<file path="src/adrc_pkg.sv">
package adrc_pkg;

    localparam int SAMPLE_BITS_DEF = 24;
    localparam int CHANNELS_DEF    = 8;
    localparam int CH_BITS         = 3;
    localparam int CFG_IDX_BITS    = 3;
    localparam int CFG_DATA_BITS   = 20;

    // register indexes
    localparam logic [CFG_IDX_BITS-1:0] REG_THRESHOLD = 3'd0;
    localparam logic [CFG_IDX_BITS-1:0] REG_SLOPE     = 3'd1;
    localparam logic [CFG_IDX_BITS-1:0] REG_MAKEUP    = 3'd2;
    localparam logic [CFG_IDX_BITS-1:0] REG_ATTACK    = 3'd3;
    localparam logic [CFG_IDX_BITS-1:0] REG_RELEASE   = 3'd4;

    localparam logic [16:0] UNITY_GAIN  = 17'd65536;
    localparam logic [15:0] DB_FLOOR    = 16'd30720;
    localparam logic [19:0] DB_PER_LOG2 = 20'd394566;
    localparam logic [13:0] LOG2_TEN_20 = 14'd10885;

    typedef struct packed {
        logic signed [SAMPLE_BITS_DEF-1:0] sample_in;
        logic [CH_BITS-1:0]                channel;
    } in_item_t;

    typedef struct packed {
        logic signed [SAMPLE_BITS_DEF-1:0] sample_out;
        logic [CH_BITS-1:0]                channel_out;
    } out_item_t;

    // datapath step selects
    typedef enum logic [3:0] {
        OP_LOAD,
        OP_LOG_SQ,
        OP_LEVEL,
        OP_RED,
        OP_EXPO,
        OP_EXP_STEP,
        OP_TARGET,
        OP_ENV_MUL,
        OP_ENV_UPD,
        OP_OUT_MUL1,
        OP_OUT_MUL2,
        OP_NONE
    } dp_op_t;

    typedef struct packed {
        dp_op_t     op;
        logic [3:0] step;
    } dp_cmd_t;

    function automatic logic [15:0] exp_step(input logic [3:0] k);
        logic [15:0] r;
        begin
            case (k)
                4'd0:    r = 16'd46341;
                4'd1:    r = 16'd55109;
                4'd2:    r = 16'd60097;
                4'd3:    r = 16'd62757;
                4'd4:    r = 16'd64132;
                4'd5:    r = 16'd64830;
                4'd6:    r = 16'd65182;
                4'd7:    r = 16'd65359;
                4'd8:    r = 16'd65447;
                4'd9:    r = 16'd65492;
                4'd10:   r = 16'd65514;
                4'd11:   r = 16'd65525;
                default: r = 16'd65535;
            endcase
            return r;
        end
    endfunction

endpackage

</file>
<file path="src/adrc_ctrl.sv">
module adrc_ctrl (
    input  logic            clk,
    input  logic            rst_n,
    input  logic            in_valid,
    output logic            in_ready,
    output logic            out_valid,
    input  logic            out_ready,
    output adrc_pkg::dp_cmd_t cmd
);
    import adrc_pkg::*;

    typedef enum logic [10:0] {
        S_IDLE   = 11'b00000000001,
        S_LOG    = 11'b00000000010,
        S_LEVEL  = 11'b00000000100,
        S_RED    = 11'b00000001000,
        S_EXPO   = 11'b00000010000,
        S_EXP    = 11'b00000100000,
        S_TGT    = 11'b00001000000,
        S_ENVM   = 11'b00010000000,
        S_ENVU   = 11'b00100000000,
        S_OUT1   = 11'b01000000000,
        S_OUT2   = 11'b10000000000
    } state_t;

    state_t      state_reg, state_next;
    logic [3:0]  step_reg, step_next;
    logic        out_valid_reg, out_valid_next;

    // accept while idle; result register frees independently
    assign in_ready  = (state_reg == S_IDLE);
    assign out_valid = out_valid_reg;

    always_comb
    begin
        state_next     = state_reg;
        step_next      = step_reg;
        out_valid_next = out_valid_reg && !out_ready;
        cmd.op         = OP_NONE;
        cmd.step       = step_reg;
        unique case (state_reg)
            S_IDLE:
            begin
                if (in_valid)
                begin
                    cmd.op     = OP_LOAD;
                    state_next = S_LOG;
                    step_next  = 4'd0;
                end
            end
            S_LOG:
            begin
                cmd.op    = OP_LOG_SQ;
                step_next = step_reg + 4'd1;
                if (step_reg == 4'd11)
                    state_next = S_LEVEL;
            end
            S_LEVEL: begin cmd.op = OP_LEVEL; state_next = S_RED; end
            S_RED:   begin cmd.op = OP_RED;   state_next = S_EXPO; end
            S_EXPO:
            begin
                cmd.op     = OP_EXPO;
                state_next = S_EXP;
                step_next  = 4'd0;
            end
            S_EXP:
            begin
                cmd.op    = OP_EXP_STEP;
                step_next = step_reg + 4'd1;
                if (step_reg == 4'd11)
                    state_next = S_TGT;
            end
            S_TGT:   begin cmd.op = OP_TARGET;  state_next = S_ENVM; end
            S_ENVM:  begin cmd.op = OP_ENV_MUL; state_next = S_ENVU; end
            S_ENVU:  begin cmd.op = OP_ENV_UPD; state_next = S_OUT1; end
            S_OUT1:  begin cmd.op = OP_OUT_MUL1; state_next = S_OUT2; end
            S_OUT2:
            begin
                // wait until the result register is free
                if (!out_valid_reg || out_ready)
                begin
                    cmd.op         = OP_OUT_MUL2;
                    out_valid_next = 1'b1;
                    state_next     = S_IDLE;
                end
            end
            default: state_next = S_IDLE;
        endcase
    end

    always_ff @(posedge clk or negedge rst_n)
    begin
        if (!rst_n)
        begin
            state_reg     <= S_IDLE;
            step_reg      <= 4'd0;
            out_valid_reg <= 1'b0;
        end
        else
        begin
            state_reg     <= state_next;
            step_reg      <= step_next;
            out_valid_reg <= out_valid_next;
        end
    end

endmodule

</file>
<file path="src/adrc_dp.sv">
module adrc_dp #(
    parameter int CHANNELS = adrc_pkg::CHANNELS_DEF
) (
    input  logic                                       clk,
    input  logic                                       rst_n,
    input  adrc_pkg::dp_cmd_t                          cmd,
    input  logic signed [adrc_pkg::SAMPLE_BITS_DEF-1:0] sample_in,
    input  logic [adrc_pkg::CH_BITS-1:0]               channel,
    input  logic signed [15:0]                         threshold_db,
    input  logic [15:0]                                comp_slope,
    input  logic [19:0]                                makeup_gain,
    input  logic [15:0]                                attack_coeff,
    input  logic [15:0]                                release_coeff,
    output logic signed [adrc_pkg::SAMPLE_BITS_DEF-1:0] sample_out,
    output logic [adrc_pkg::CH_BITS-1:0]               channel_out
);
    import adrc_pkg::*;

    localparam int SAMPLE_BITS = SAMPLE_BITS_DEF;
    localparam int IDX_BITS = (CHANNELS > 1) ? $clog2(CHANNELS) : 1;
    localparam int MAG_BITS = SAMPLE_BITS;
    localparam int P_BITS   = $clog2(SAMPLE_BITS);
    localparam logic [MAG_BITS-1:0] SMAX = {1'b0, {(SAMPLE_BITS-1){1'b1}}};

    logic [16:0]         env_reg [CHANNELS];
    logic [CHANNELS-1:0] env_vld_reg;

    logic [MAG_BITS-1:0]  mag_reg;
    logic                 neg_reg;
    logic [CH_BITS-1:0]   ch_reg;
    logic [IDX_BITS-1:0]  idx_reg;
    logic [P_BITS-1:0]    p_reg;
    logic [24:0]          m_reg;
    logic [11:0]          frac_reg;
    logic signed [16:0]   lvl_reg;
    logic [15:0]          red_reg;
    logic [4:0]           n_reg;
    logic [11:0]          f_reg;
    logic [16:0]          g_reg;
    logic [16:0]          tgt_reg;
    logic [16:0]          env_cur_reg;
    logic [16:0]          env_rd_reg;
    logic [16:0]          diff_reg;
    logic                 fall_reg;
    logic [MAG_BITS:0]    y_reg;
    logic signed [SAMPLE_BITS-1:0] out_reg;
    logic [CH_BITS-1:0]   ch_out_reg;

    // leading-one position and normalized mantissa
    logic [P_BITS-1:0]   lead;
    logic [24:0]         norm;
    logic [MAG_BITS-1:0] mag_in;
    logic                neg_in;
    always_comb
    begin
        neg_in = sample_in[SAMPLE_BITS-1];
        mag_in = neg_in ? (~sample_in + 1'b1) : sample_in;
        lead   = '0;
        for (int i = 0; i < MAG_BITS; i++)
            if (mag_in[i])
                lead = P_BITS'(i);
        if (lead >= P_BITS'(23))
            norm = 25'(mag_in >> (lead - P_BITS'(23)));
        else
            norm = 25'({mag_in, 23'd0} >> lead);
    end

    // channel folded onto the envelope slots
    logic [IDX_BITS-1:0] idx_in;
    always_comb
    begin
        idx_in = '0;
        for (int i = 0; i < 2**CH_BITS; i++)
            if (channel == CH_BITS'(i))
                idx_in = IDX_BITS'(i % CHANNELS);
    end

    // shared multiplier operands
    logic [31:0] mul_a, mul_b;
    logic [63:0] prod;
    always_comb
    begin
        mul_a = '0;
        mul_b = '0;
        case (cmd.op)
            OP_LOG_SQ:   begin mul_a = 32'(m_reg[24:0]); mul_b = 32'(m_reg); end
            OP_LEVEL:    begin mul_a = 32'(17'd94208 - 17'({p_reg, 12'd0}) - 17'(frac_reg));
                               mul_b = 32'(DB_PER_LOG2); end
            OP_RED:      begin mul_a = 32'(17'(lvl_reg - 17'(threshold_db)));
                               mul_b = 32'(comp_slope); end
            OP_EXPO:     begin mul_a = 32'(red_reg); mul_b = 32'(LOG2_TEN_20); end
            OP_EXP_STEP: begin mul_a = 32'(g_reg); mul_b = 32'(exp_step(cmd.step)); end
            OP_ENV_MUL:  begin mul_a = 32'(diff_reg);
                               mul_b = fall_reg ? 32'(attack_coeff) : 32'(release_coeff); end
            OP_OUT_MUL1: begin mul_a = 32'(mag_reg); mul_b = 32'(env_cur_reg); end
            OP_OUT_MUL2: begin mul_a = 32'(y_reg); mul_b = 32'(makeup_gain); end
            default:     begin mul_a = '0; mul_b = '0; end
        endcase
        prod = 64'(mul_a) * 64'(mul_b);
    end

    logic [63:0] sq;
    logic [16:0] env_sel;
    logic [63:0] neg_db;
    logic [63:0] rnd2;
    logic [63:0] ysat;
    always_comb
    begin
        sq      = prod >> 23;
        env_sel = env_vld_reg[idx_reg] ? env_rd_reg : UNITY_GAIN;
        if (env_sel > UNITY_GAIN)
            env_sel = UNITY_GAIN;
        neg_db  = (prod + 64'd524288) >> 20;
        rnd2    = (prod + 64'd32768) >> 16;
        ysat    = neg_reg ? ((rnd2 > 64'(SMAX) + 64'd1) ? 64'(SMAX) + 64'd1 : rnd2)
                          : ((rnd2 > 64'(SMAX)) ? 64'(SMAX) : rnd2);
    end

    // envelope valid bits, cleared by reset
    always_ff @(posedge clk or negedge rst_n)
    begin
        if (!rst_n)
            env_vld_reg <= '0;
        else if (cmd.op == OP_ENV_UPD)
            env_vld_reg[idx_reg] <= 1'b1;
    end

    always_ff @(posedge clk)
    begin
        case (cmd.op)
            OP_LOAD:
            begin
                mag_reg  <= mag_in;
                neg_reg  <= neg_in;
                ch_reg   <= channel;
                idx_reg  <= idx_in;
                p_reg    <= lead;
                m_reg    <= norm;
                frac_reg <= '0;
            end
            OP_LOG_SQ:
            begin
                if (sq[24])
                begin
                    frac_reg <= {frac_reg[10:0], 1'b1};
                    m_reg    <= 25'(sq >> 1);
                end
                else
                begin
                    frac_reg <= {frac_reg[10:0], 1'b0};
                    m_reg    <= sq[24:0];
                end
            end
            OP_LEVEL:
            begin
                if (mag_reg == '0 || neg_db > 64'(DB_FLOOR))
                    lvl_reg <= -17'(DB_FLOOR);
                else
                    lvl_reg <= -17'(neg_db);
            end
            OP_RED:
            begin
                red_reg    <= (lvl_reg > 17'(threshold_db)) ? prod[31:16] : 16'd0;
                env_rd_reg <= env_reg[idx_reg];
            end
            OP_EXPO:
            begin
                n_reg <= (prod[35:24] > 12'd16) ? 5'd17 : 5'(prod[35:24]);
                f_reg <= prod[23:12];
                g_reg <= UNITY_GAIN;
            end
            OP_EXP_STEP:
                if (f_reg[4'd11 - cmd.step])
                    g_reg <= rnd2[16:0];
            OP_TARGET:
            begin
                tgt_reg     <= (n_reg > 5'd16) ? 17'd0 : (g_reg >> n_reg);
                env_cur_reg <= env_sel;
                if ((n_reg > 5'd16 ? 17'd0 : (g_reg >> n_reg)) < env_sel)
                begin
                    fall_reg <= 1'b1;
                    diff_reg <= env_sel - ((n_reg > 5'd16) ? 17'd0 : (g_reg >> n_reg));
                end
                else
                begin
                    fall_reg <= 1'b0;
                    diff_reg <= ((n_reg > 5'd16) ? 17'd0 : (g_reg >> n_reg)) - env_sel;
                end
            end
            OP_ENV_MUL:
                diff_reg <= prod[32:16];
            OP_ENV_UPD:
            begin
                env_cur_reg <= fall_reg ? tgt_reg + diff_reg : tgt_reg - diff_reg;
                env_reg[idx_reg] <= fall_reg ? tgt_reg + diff_reg : tgt_reg - diff_reg;
            end
            OP_OUT_MUL1:
                y_reg <= (MAG_BITS+1)'(rnd2);
            OP_OUT_MUL2:
            begin
                out_reg    <= neg_reg ? SAMPLE_BITS'(-ysat) : SAMPLE_BITS'(ysat);
                ch_out_reg <= ch_reg;
            end
            default: ;
        endcase
    end

    assign sample_out  = out_reg;
    assign channel_out = ch_out_reg;

endmodule

</file>
<file path="src/audio_dynamic_range_compressor_top.sv">
// feed-forward hard-knee compressor for interleaved audio channels
// input channel: in_valid/in_ready carry one beat of sample and channel number
// output channel: out_valid/out_ready carry one beat of compressed sample
// one result per input beat, in order
// a new beat waits until the previous beat has left its last step, as the shared
// multiplier runs twelve log squarings and twelve exponent steps in sequence
// registers are written through cfg_we/cfg_index/cfg_data; the user must write
// them only while idle, the block itself does not enforce this
// reset: registers to defaults, all channel envelopes to unity gain
// the result register holds its beat while out_ready is low; the next beat is
// taken meanwhile and its last step waits for the register to free
module audio_dynamic_range_compressor_top #(
    parameter int CHANNELS = adrc_pkg::CHANNELS_DEF
) (
    input  logic                                 clk,
    input  logic                                 rst_n,
    input  logic                                 in_valid,
    output logic                                 in_ready,
    input  adrc_pkg::in_item_t                   in_data,
    output logic                                 out_valid,
    input  logic                                 out_ready,
    output adrc_pkg::out_item_t                  out_data,
    input  logic                                 cfg_we,
    input  logic [adrc_pkg::CFG_IDX_BITS-1:0]    cfg_index,
    input  logic [adrc_pkg::CFG_DATA_BITS-1:0]   cfg_data
);
    import adrc_pkg::*;

    logic signed [15:0] threshold_reg;
    logic [15:0]        slope_reg;
    logic [19:0]        makeup_reg;
    logic [15:0]        attack_reg;
    logic [15:0]        release_reg;
    dp_cmd_t            cmd;

    // configuration registers
    always_ff @(posedge clk or negedge rst_n)
    begin
        if (!rst_n)
        begin
            threshold_reg <= '0;
            slope_reg     <= '0;
            makeup_reg    <= 20'(UNITY_GAIN);
            attack_reg    <= '0;
            release_reg   <= '0;
        end
        else if (cfg_we)
        begin
            unique case (cfg_index)
                REG_THRESHOLD: threshold_reg <= cfg_data[15:0];
                REG_SLOPE:     slope_reg     <= cfg_data[15:0];
                REG_MAKEUP:    makeup_reg    <= cfg_data;
                REG_ATTACK:    attack_reg    <= cfg_data[15:0];
                REG_RELEASE:   release_reg   <= cfg_data[15:0];
                default: ;
            endcase
        end
    end

    adrc_ctrl u_ctrl (
        .clk       (clk),
        .rst_n     (rst_n),
        .in_valid  (in_valid),
        .in_ready  (in_ready),
        .out_valid (out_valid),
        .out_ready (out_ready),
        .cmd       (cmd)
    );

    adrc_dp #(
        .CHANNELS (CHANNELS)
    ) u_dp (
        .clk           (clk),
        .rst_n         (rst_n),
        .cmd           (cmd),
        .sample_in     (in_data.sample_in),
        .channel       (in_data.channel),
        .threshold_db  (threshold_reg),
        .comp_slope    (slope_reg),
        .makeup_gain   (makeup_reg),
        .attack_coeff  (attack_reg),
        .release_coeff (release_reg),
        .sample_out    (out_data.sample_out),
        .channel_out   (out_data.channel_out)
    );

    // a beat is only loaded when taken at the input
    a_load_on_accept: assert property (@(posedge clk) disable iff (!rst_n)
        (cmd.op == OP_LOAD) |-> (in_valid && in_ready))
        else $error("datapath loaded without input beat");

    // result register never overwritten while held
    a_no_overwrite: assert property (@(posedge clk) disable iff (!rst_n)
        (out_valid && !out_ready) |-> (cmd.op != OP_OUT_MUL2))
        else $error("held result overwritten");

    // a finished result appears valid next cycle
    a_result_valid: assert property (@(posedge clk) disable iff (!rst_n)
        (cmd.op == OP_OUT_MUL2) |=> out_valid)
        else $error("result not presented");

endmodule

</file>
<file path="config.mk">
export PLATFORM = sky130hd
export DESIGN_NAME = audio_dynamic_range_compressor_top
export DESIGN_NICKNAME = d
export VERILOG_FILES = /design/src/adrc_pkg.sv /design/src/adrc_ctrl.sv /design/src/adrc_dp.sv /design/src/audio_dynamic_range_compressor_top.sv
export SDC_FILE = /design/constraint.sdc
export NUM_CORES = 2
export LEC_CHECK = 0
export ABC_AREA = 1
export BUFFER_PORTS_ARGS = -buffer_cell sky130_fd_sc_hd__clkbuf_2
export CAP_MARGIN = 10
export CORE_ASPECT_RATIO = 0.6
export CORE_MARGIN = 1
export CORE_UTILIZATION = 40
export CTS_CLUSTER_DIAMETER = 80
export CTS_CLUSTER_SIZE = 30
export DETAILED_ROUTE_END_ITERATION = 6
export GPL_TIMING_DRIVEN = 0
export MAX_ROUTING_LAYER = met4
export PLACE_DENSITY = 0.62
export SYNTH_ARGS = -nofsm -noshare
export SYNTH_HDL_FRONTEND = slang
export SYNTH_SLANG_ARGS = --single-unit
</file>
<file path="constraint.sdc">
create_clock -name clk -period 27 [get_ports clk]
set_clock_uncertainty 0.05 [all_clocks]
set_input_delay 2.7 -clock clk [delete_from_list [all_inputs] [get_ports clk]]
set_output_delay 2.7 -clock clk [all_outputs]
set_load 0.1 [all_outputs]
</file>
Word-level counts from Yosys, hierarchy flattened --
Memories as Yosys holds them, arrays and structs flattened. A register that Yosys moved wholly into a read port is not among the register bits. Cells that the tools add are included. W data, S select, Z words.
Storage, ports and cells: input port bits 55, register bits after elaboration 352, word-level logic and storage cells 200, output and inout bits 29, memories kept 2, bits in writable memories 136, ROM bits 240
Memory list:
- (no name shown) | depth 16, bits a word 15, read ports 1, clocked after Yosys merged registers in 0, write ports 0, RTL line adrc_pkg.sv:55 | case (k)
- u_dp.env_reg | depth 8, bits a word 17, read ports 1, clocked after Yosys merged registers in 1, write ports 1, RTL line adrc_dp.sv:25 | logic [16:0] env_reg [CHANNELS];
Operators by class: order comparisons 12, eq/ne operators 38, reduce and logical (&&, ||, !) cells 25, shift operators 3, muxes and demuxes 72, add/subtract/negate cells 15, bitwise operators 2, multiply operators 1
Operators with widths (count):
- $pmux W32 S8 | 2
- $pmux W11 S11 | 1
- $mux W24 | 5
- $mux W5 | 22
- $mux W17 | 6
- $pmux W17 S2 | 3
- $add A64 B16 Y64 const B | 1
- $add A64 B20 Y64 const B | 1
- $mul A32 B32 Y64 | 1
- $sub A17 B17 Y17 | 3
- $mux W25 | 2
- $pmux W25 S2 | 1
- $gt A48 B23 Y1 const B | 1
- $gt A48 B24 Y1 const B | 1
- $shr A47 B5 Y25 | 1
- $gt A44 B15 Y1 const B | 1
- $mux W11 | 4
- $pmux W4 S11 | 1
- $sub A32 B12 Y32 | 1
- $shr A24 B5 Y25 | 1
- $add A24 B1 Y24 const B | 1
- $logic_not A24 Y1 | 1
- $neg A24 Y24 | 1
- $not A24 Y24 | 1
- other kinds (58) | 105

Longest topological paths before layout --
depth after elaboration 30, mapped depth 81, gate-level depth less buffers 79

Modules after synthesis --
From an unflattened synthesis, not the netlist that was laid out.
Second synthesis, totals: cells, all modules 7083, area, all modules 56535.5 sq um
By module, submodules not included:
- adrc_dp | cells an instance 6569, area an instance 52131.2 sq um, instances 1, seq. area each 12121.6 sq um
- audio_dynamic_range_compressor_top | cells an instance 375, area an instance 3325.7 sq um, instances 1, seq. area each 2103.3 sq um
- adrc_ctrl | cells an instance 139, area an instance 1078.5 sq um, instances 1, seq. area each 401.6 sq um

Worst setup path after synthesis --
No wires, ideal clock.
path kind input to register, from input in_valid, to register u_dp.out_reg[16], in the netlist u_dp.sample_out[16], data pin, path slack 12.929 ns, setup time 0.253 ns, path buffers 4, required time 26.697 ns, stages on the path 61, arrival 13.769 ns, path through nand3b_1 nand2_1 nor2_1 nand2_1 nor2_8 nand3_1 inv_1 clkbuf_1 clkbuf_1 a22oi_1 nand4_1 clkbuf_1 nand2_1 fa_1 inv_1 fa_1 fa_1 inv_1 [25 not listed] nand2_1 nand2_1 nor2_1 nand2_1 nor2_2 nand3_4 nand2_4 buf_6 nand2_1 inv_1 ha_1 nand2_1 inv_1 nand2_1 nor2_1 nand3_1 nand3_1 nand2_1
Between the ends: cells in the longest elaborated chain, start to end 11, elaborated cells between the ends (all ways) 21, classes of those cells 2 x add/sub; 1 x mul; 2 x order compare; 8 x eq/ne; 8 x mux
Ends and longest elaborated chain:
- from (decl) | RTL line audio_dynamic_range_compressor_top.sv:17 | input logic in_valid,
- $mux W4 (*) | RTL line adrc_ctrl.sv:44 | if (in_valid)
- $pmux W4 S11 (*) | RTL line adrc_ctrl.sv:41 | unique case (state_reg)
- $eq A4 B4 Y1, or another cell as far along | RTL line adrc_dp.sv:85 | case (cmd.op)
- $pmux W32 S8 | RTL line adrc_dp.sv:85
- $mul A32 B32 Y64 (*) | RTL line adrc_dp.sv:99 | prod = 64'(mul_a) * 64'(mul_b);
- $add A64 B16 Y64 (*) | RTL line adrc_dp.sv:114 | rnd2 = (prod + 64'd32768) >> 16;
- $gt A48 B23 Y1 or $gt A48 B24 Y1 (tied branches) | RTL line adrc_dp.sv:116, adrc_dp.sv:115
- $mux W24, on equally long branches | RTL line adrc_dp.sv:116, adrc_dp.sv:115
- $mux W24 (*) | RTL line adrc_dp.sv:115 | ysat = neg_reg ? ((rnd2 > 64'(SMAX) + 64'd1) ? 64'(SMAX) + 64'd1 : rnd2)
- net u_dp.ysat[0] | RTL line adrc_dp.sv:106 | logic [63:0] ysat;
- $neg A24 Y24 (*) | RTL line adrc_dp.sv:201 | out_reg <= neg_reg ? SAMPLE_BITS'(-ysat) : SAMPLE_BITS'(ysat);
- $mux W24 (*) | RTL line adrc_dp.sv:201
- to (signal assigned) | RTL line adrc_dp.sv:201
- to (decl) | RTL line adrc_dp.sv:46 | logic signed [SAMPLE_BITS-1:0] out_reg;
Mark *: on every way through the listed nets, which the timed path passes. The rest lies on a longest branch. A chain may end at the register's enable or synchronous reset.

Final worst setup path --
from input out_ready, to register u_dp.out_reg[12], in the netlist u_dp.sample_out[12], data pin
Between the ends: cells in the longest elaborated chain, start to end 12, elaborated cells between the ends (all ways) 22, classes of those cells 2 x add/sub; 1 x mul; 2 x order compare; 8 x eq/ne; 8 x mux; 1 x reduce/logical
Ends and longest elaborated chain:
- from (decl) | RTL line audio_dynamic_range_compressor_top.sv:21 | input logic out_ready,
- $logic_or A1 B1 Y1 (*) | RTL line adrc_ctrl.sv:80 | if (!out_valid_reg || out_ready)
- $mux W1 (*) | RTL line adrc_ctrl.sv:80
- $pmux W4 S11 (*) | RTL line adrc_ctrl.sv:41
- $eq A4 B4 Y1, or another cell as far along | RTL line adrc_dp.sv:85
- $pmux W32 S8 | RTL line adrc_dp.sv:85
- $mul A32 B32 Y64 (*) | RTL line adrc_dp.sv:99
- net u_dp.prod[22] | RTL line adrc_dp.sv:80 | logic [63:0] prod;
- $add A64 B16 Y64 (*) | RTL line adrc_dp.sv:114
- $gt A48 B23 Y1 or $gt A48 B24 Y1 (tied branches) | RTL line adrc_dp.sv:116, adrc_dp.sv:115
- $mux W24, on equally long branches | RTL line adrc_dp.sv:116, adrc_dp.sv:115
- $mux W24 (*) | RTL line adrc_dp.sv:115
- net u_dp.ysat[0] | RTL line adrc_dp.sv:106
- $neg A24 Y24 (*) | RTL line adrc_dp.sv:201
- $mux W24 (*) | RTL line adrc_dp.sv:201
Marks and branches as above.

==> results.yml <==
global_routing:
  grt.total_usage: 0.3765
  grt_pass1_wl_mm: 393.8
  grt_pass1_vias: 52365
  grt_max_degree: 109
  globalRouteOverflowTotal: 0
  antenna_found_initial: 22
floorplanning:
  row_count: 110
  die_h_um: 303.2
  initial_core_util: 0.4032
  ioPinCount: 84
  die_area_um2: 152800
  core_area_um2: 150000
  die_w_um: 504.0
placement:
  routabilityCongestion: 1.109
  place_area_um2: 64230
  portBuffers: 83
  place_hpwl_mm: 238.5
cells_and_area:
  mostFrequentLayoutCell: "inv_1"
  layout_common_cells: "inv_1, nand2_1, fa_1"
  nNetsFinal: 9046
  syn2layout_area_growth_pct: 8.086
  largest_register_ffs: 136
  fin_util: 0.4358
  layout-drive-gt1-share: 0.05155
  fin_area_um2: 65380
cts:
  cts_made_buffers: 28
  ctsHoldBuffers: 0
  root_buffer: "clkbuf_16"
  path_clk_slew_ns: 0.10
  clock_latency_ns: 0.70
  cts_max_level: 1
  cts_sinks: 505
  cts_setup_buffers: 0
  cts_tree: "yes"
  cts_buffer_depth: 3
  cts_resized: 0
worst_setup_path:
  crit_buf_inv: 16
  cpPeakStageDelay_ns: 0.99
  cp-start-kind: "primary input"
  cp_slowest_cell: "clkbuf_1"
  critPathRequiredTime_ns: 27.38
  cp_top_family: "simple AND/OR/NAND/NOR gates"
  path_class: "in2reg"
  critPathCaptureType: "flop"
  cp.arrival_ns: 20.01
  crit_top_cell: "nand2_1"
  cp_max_fo: 10
  regToRegSetupSlack_ns: 8.24
sta:
  drv_slew: 0
  rsz0062_at_grt: "false"
  slew_headroom: 0.02482
  tightest_slew_ns: 1.463
  hold_violations: 0
  setup_viol: 0
  finalCritPeriodShare: 0.7269
  fin_setup_tns_ns: 0
  fin_crit_ns: 19.63
  whs_ns: 0.3837
  max_freq_mhz: 50.95
run:
  maxCapViolations: 0
worst_hold_path:
  hold_path_class: "reg2reg"
routing:
  first_iter_violations: 8267
  wl_per_cell_um: 28.11
  via_per_inst: 5.554
  dr_total_vias: 55315
  drt-total-wl_mm: 280.0
  ant_nets: 0
  post-route-drc-count: 4
  firstDrtPassIters: 7
yosys:
  synth_top_cell_area_share: 0.2290
  synth_flop_cell: "edfxtp_1"
  seq_area_frac_synth: 0.2418
  yosysWarnings: 0
  synth_area_um2: 60480
  ys_top_cells_by_area: "fa_1, edfxtp_1, inv_1, nand2_1, ha_1"
  synth_cell_types: 80
  synthCells: 7709
  ys_ff_latch: 505
  synth_edf_count: 397
  synth_largest_area_cell: "fa_1"
  synth_area_per_cell_um2: 7.846
  async_flop_share: 0.2139
power_and_ir_drop:
  power_density_nw_per_um2: 106.3
  p_leak_nw: 33.45
  p_total_w: 0.006947
  ir_drop_uv: 95.53
run_status:
  status: "finished with violations"
  failed_checks: "DRC"
[routing by layer]
layer / global-route usage / part of all wire / vias up
met1: 0.5606 / 0.45 / 27450
met4: 0.08567 / 0.028 / 0
li1: - / - / 24180
met3: 0.1403 / 0.15 / 314
met5: - / 0 / -
met2: 0.4680 / 0.36 / 3371
[cell usage after synthesis (all sizes together), types with 34 or more instances]
cell    instances
inv          1825
o21ai         436
dfrtp         106
nand3         260
nor3           69
clkbuf        211
edfxtp        397
ha            386
a221oi         37
nand2        1806
a31oi          37
a21oi         234
nor4           34
fa            692
nor2          669
nand4          83
xor2          111
[worst reg2reg max path, delay by kind of cell (launching register included)]
| kind | cells | cell delay [ns] |
|---|---|---|
| compound gates | 6 | 1.23 |
| xor+xnor | 1 | 0.79 |
| fa+ha+maj | 10 | 4.89 |
| buf+inv | 15 | 4.46 |
| flops | 1 | 0.43 |
| simple gates | 35 | 6.60 |
[stage by stage]
| stage | setup slack, ns | instances |
|---|---|---|
| 4_1_cts | 8.360 | 9945 |
| 2_1_floorplan | 12.93 | 7757 |
| 3_5_place_dp | 7.676 | 9894 |
| 3_3_place_gp | 6.060 | 9856 |
| 5_1_grt | 7.187 | 9957 |
| 6_report | 7.373 | 9960 |
[where the power goes]
group	total, W	switching, W	internal (W)
Combinational	0.00529	0.00405	0.00124
Clock	0.000541	0.000322	0.000219
Sequential	0.00112	0.0000969	0.00102
Total	0.00695	0.00446	0.00248
[layout make-up]
type,count,area (µm²)
diodes,10,25.02
plain buffers,232,900.9
clock buffers,34,744.5
clock inverters,17,302.8
fillers,15358,84640
inverters,1843,6918
multi-input cells,5177,38390
flip-flops and latches,505,14630
well taps,2016,2522
repair buffers,126,949.7
[logic make-up (layout without fill, tap and decap cells)]
| kind of cell | Yosys count | in the layout | share of synthesized area |
|---|---|---|---|
| compound gates | 937 | 937 | 0.09007 |
| simple gates | 2971 | 2971 | 0.2072 |
| fa+ha+maj | 1078 | 1078 | 0.3089 |
| other cells | 2 | 60 | 0.0001242 |
| xor+xnor | 130 | 130 | 0.02079 |
| buf+inv | 2075 | 2252 | 0.1292 |
| mux | 11 | 11 | 0.001903 |
| flops | 505 | 505 | 0.2418 |
[worst paths after layout]
kind	from	end	cells after the start
max	out_ready	u_dp.sample_out[12]	65
min	u_dp.ch_reg[2]	u_dp.channel_out[2]	0
max reg2reg	u_ctrl.state_reg[1]	u_dp.sample_out[12]	67
min reg2reg	u_dp.ch_reg[2]	u_dp.channel_out[2]	0
max in group asynchronous	rst_n	attack_reg[0]	1
min in group asynchronous	rst_n	threshold_reg[13]	1
Power figures use the tool's default switching activity.
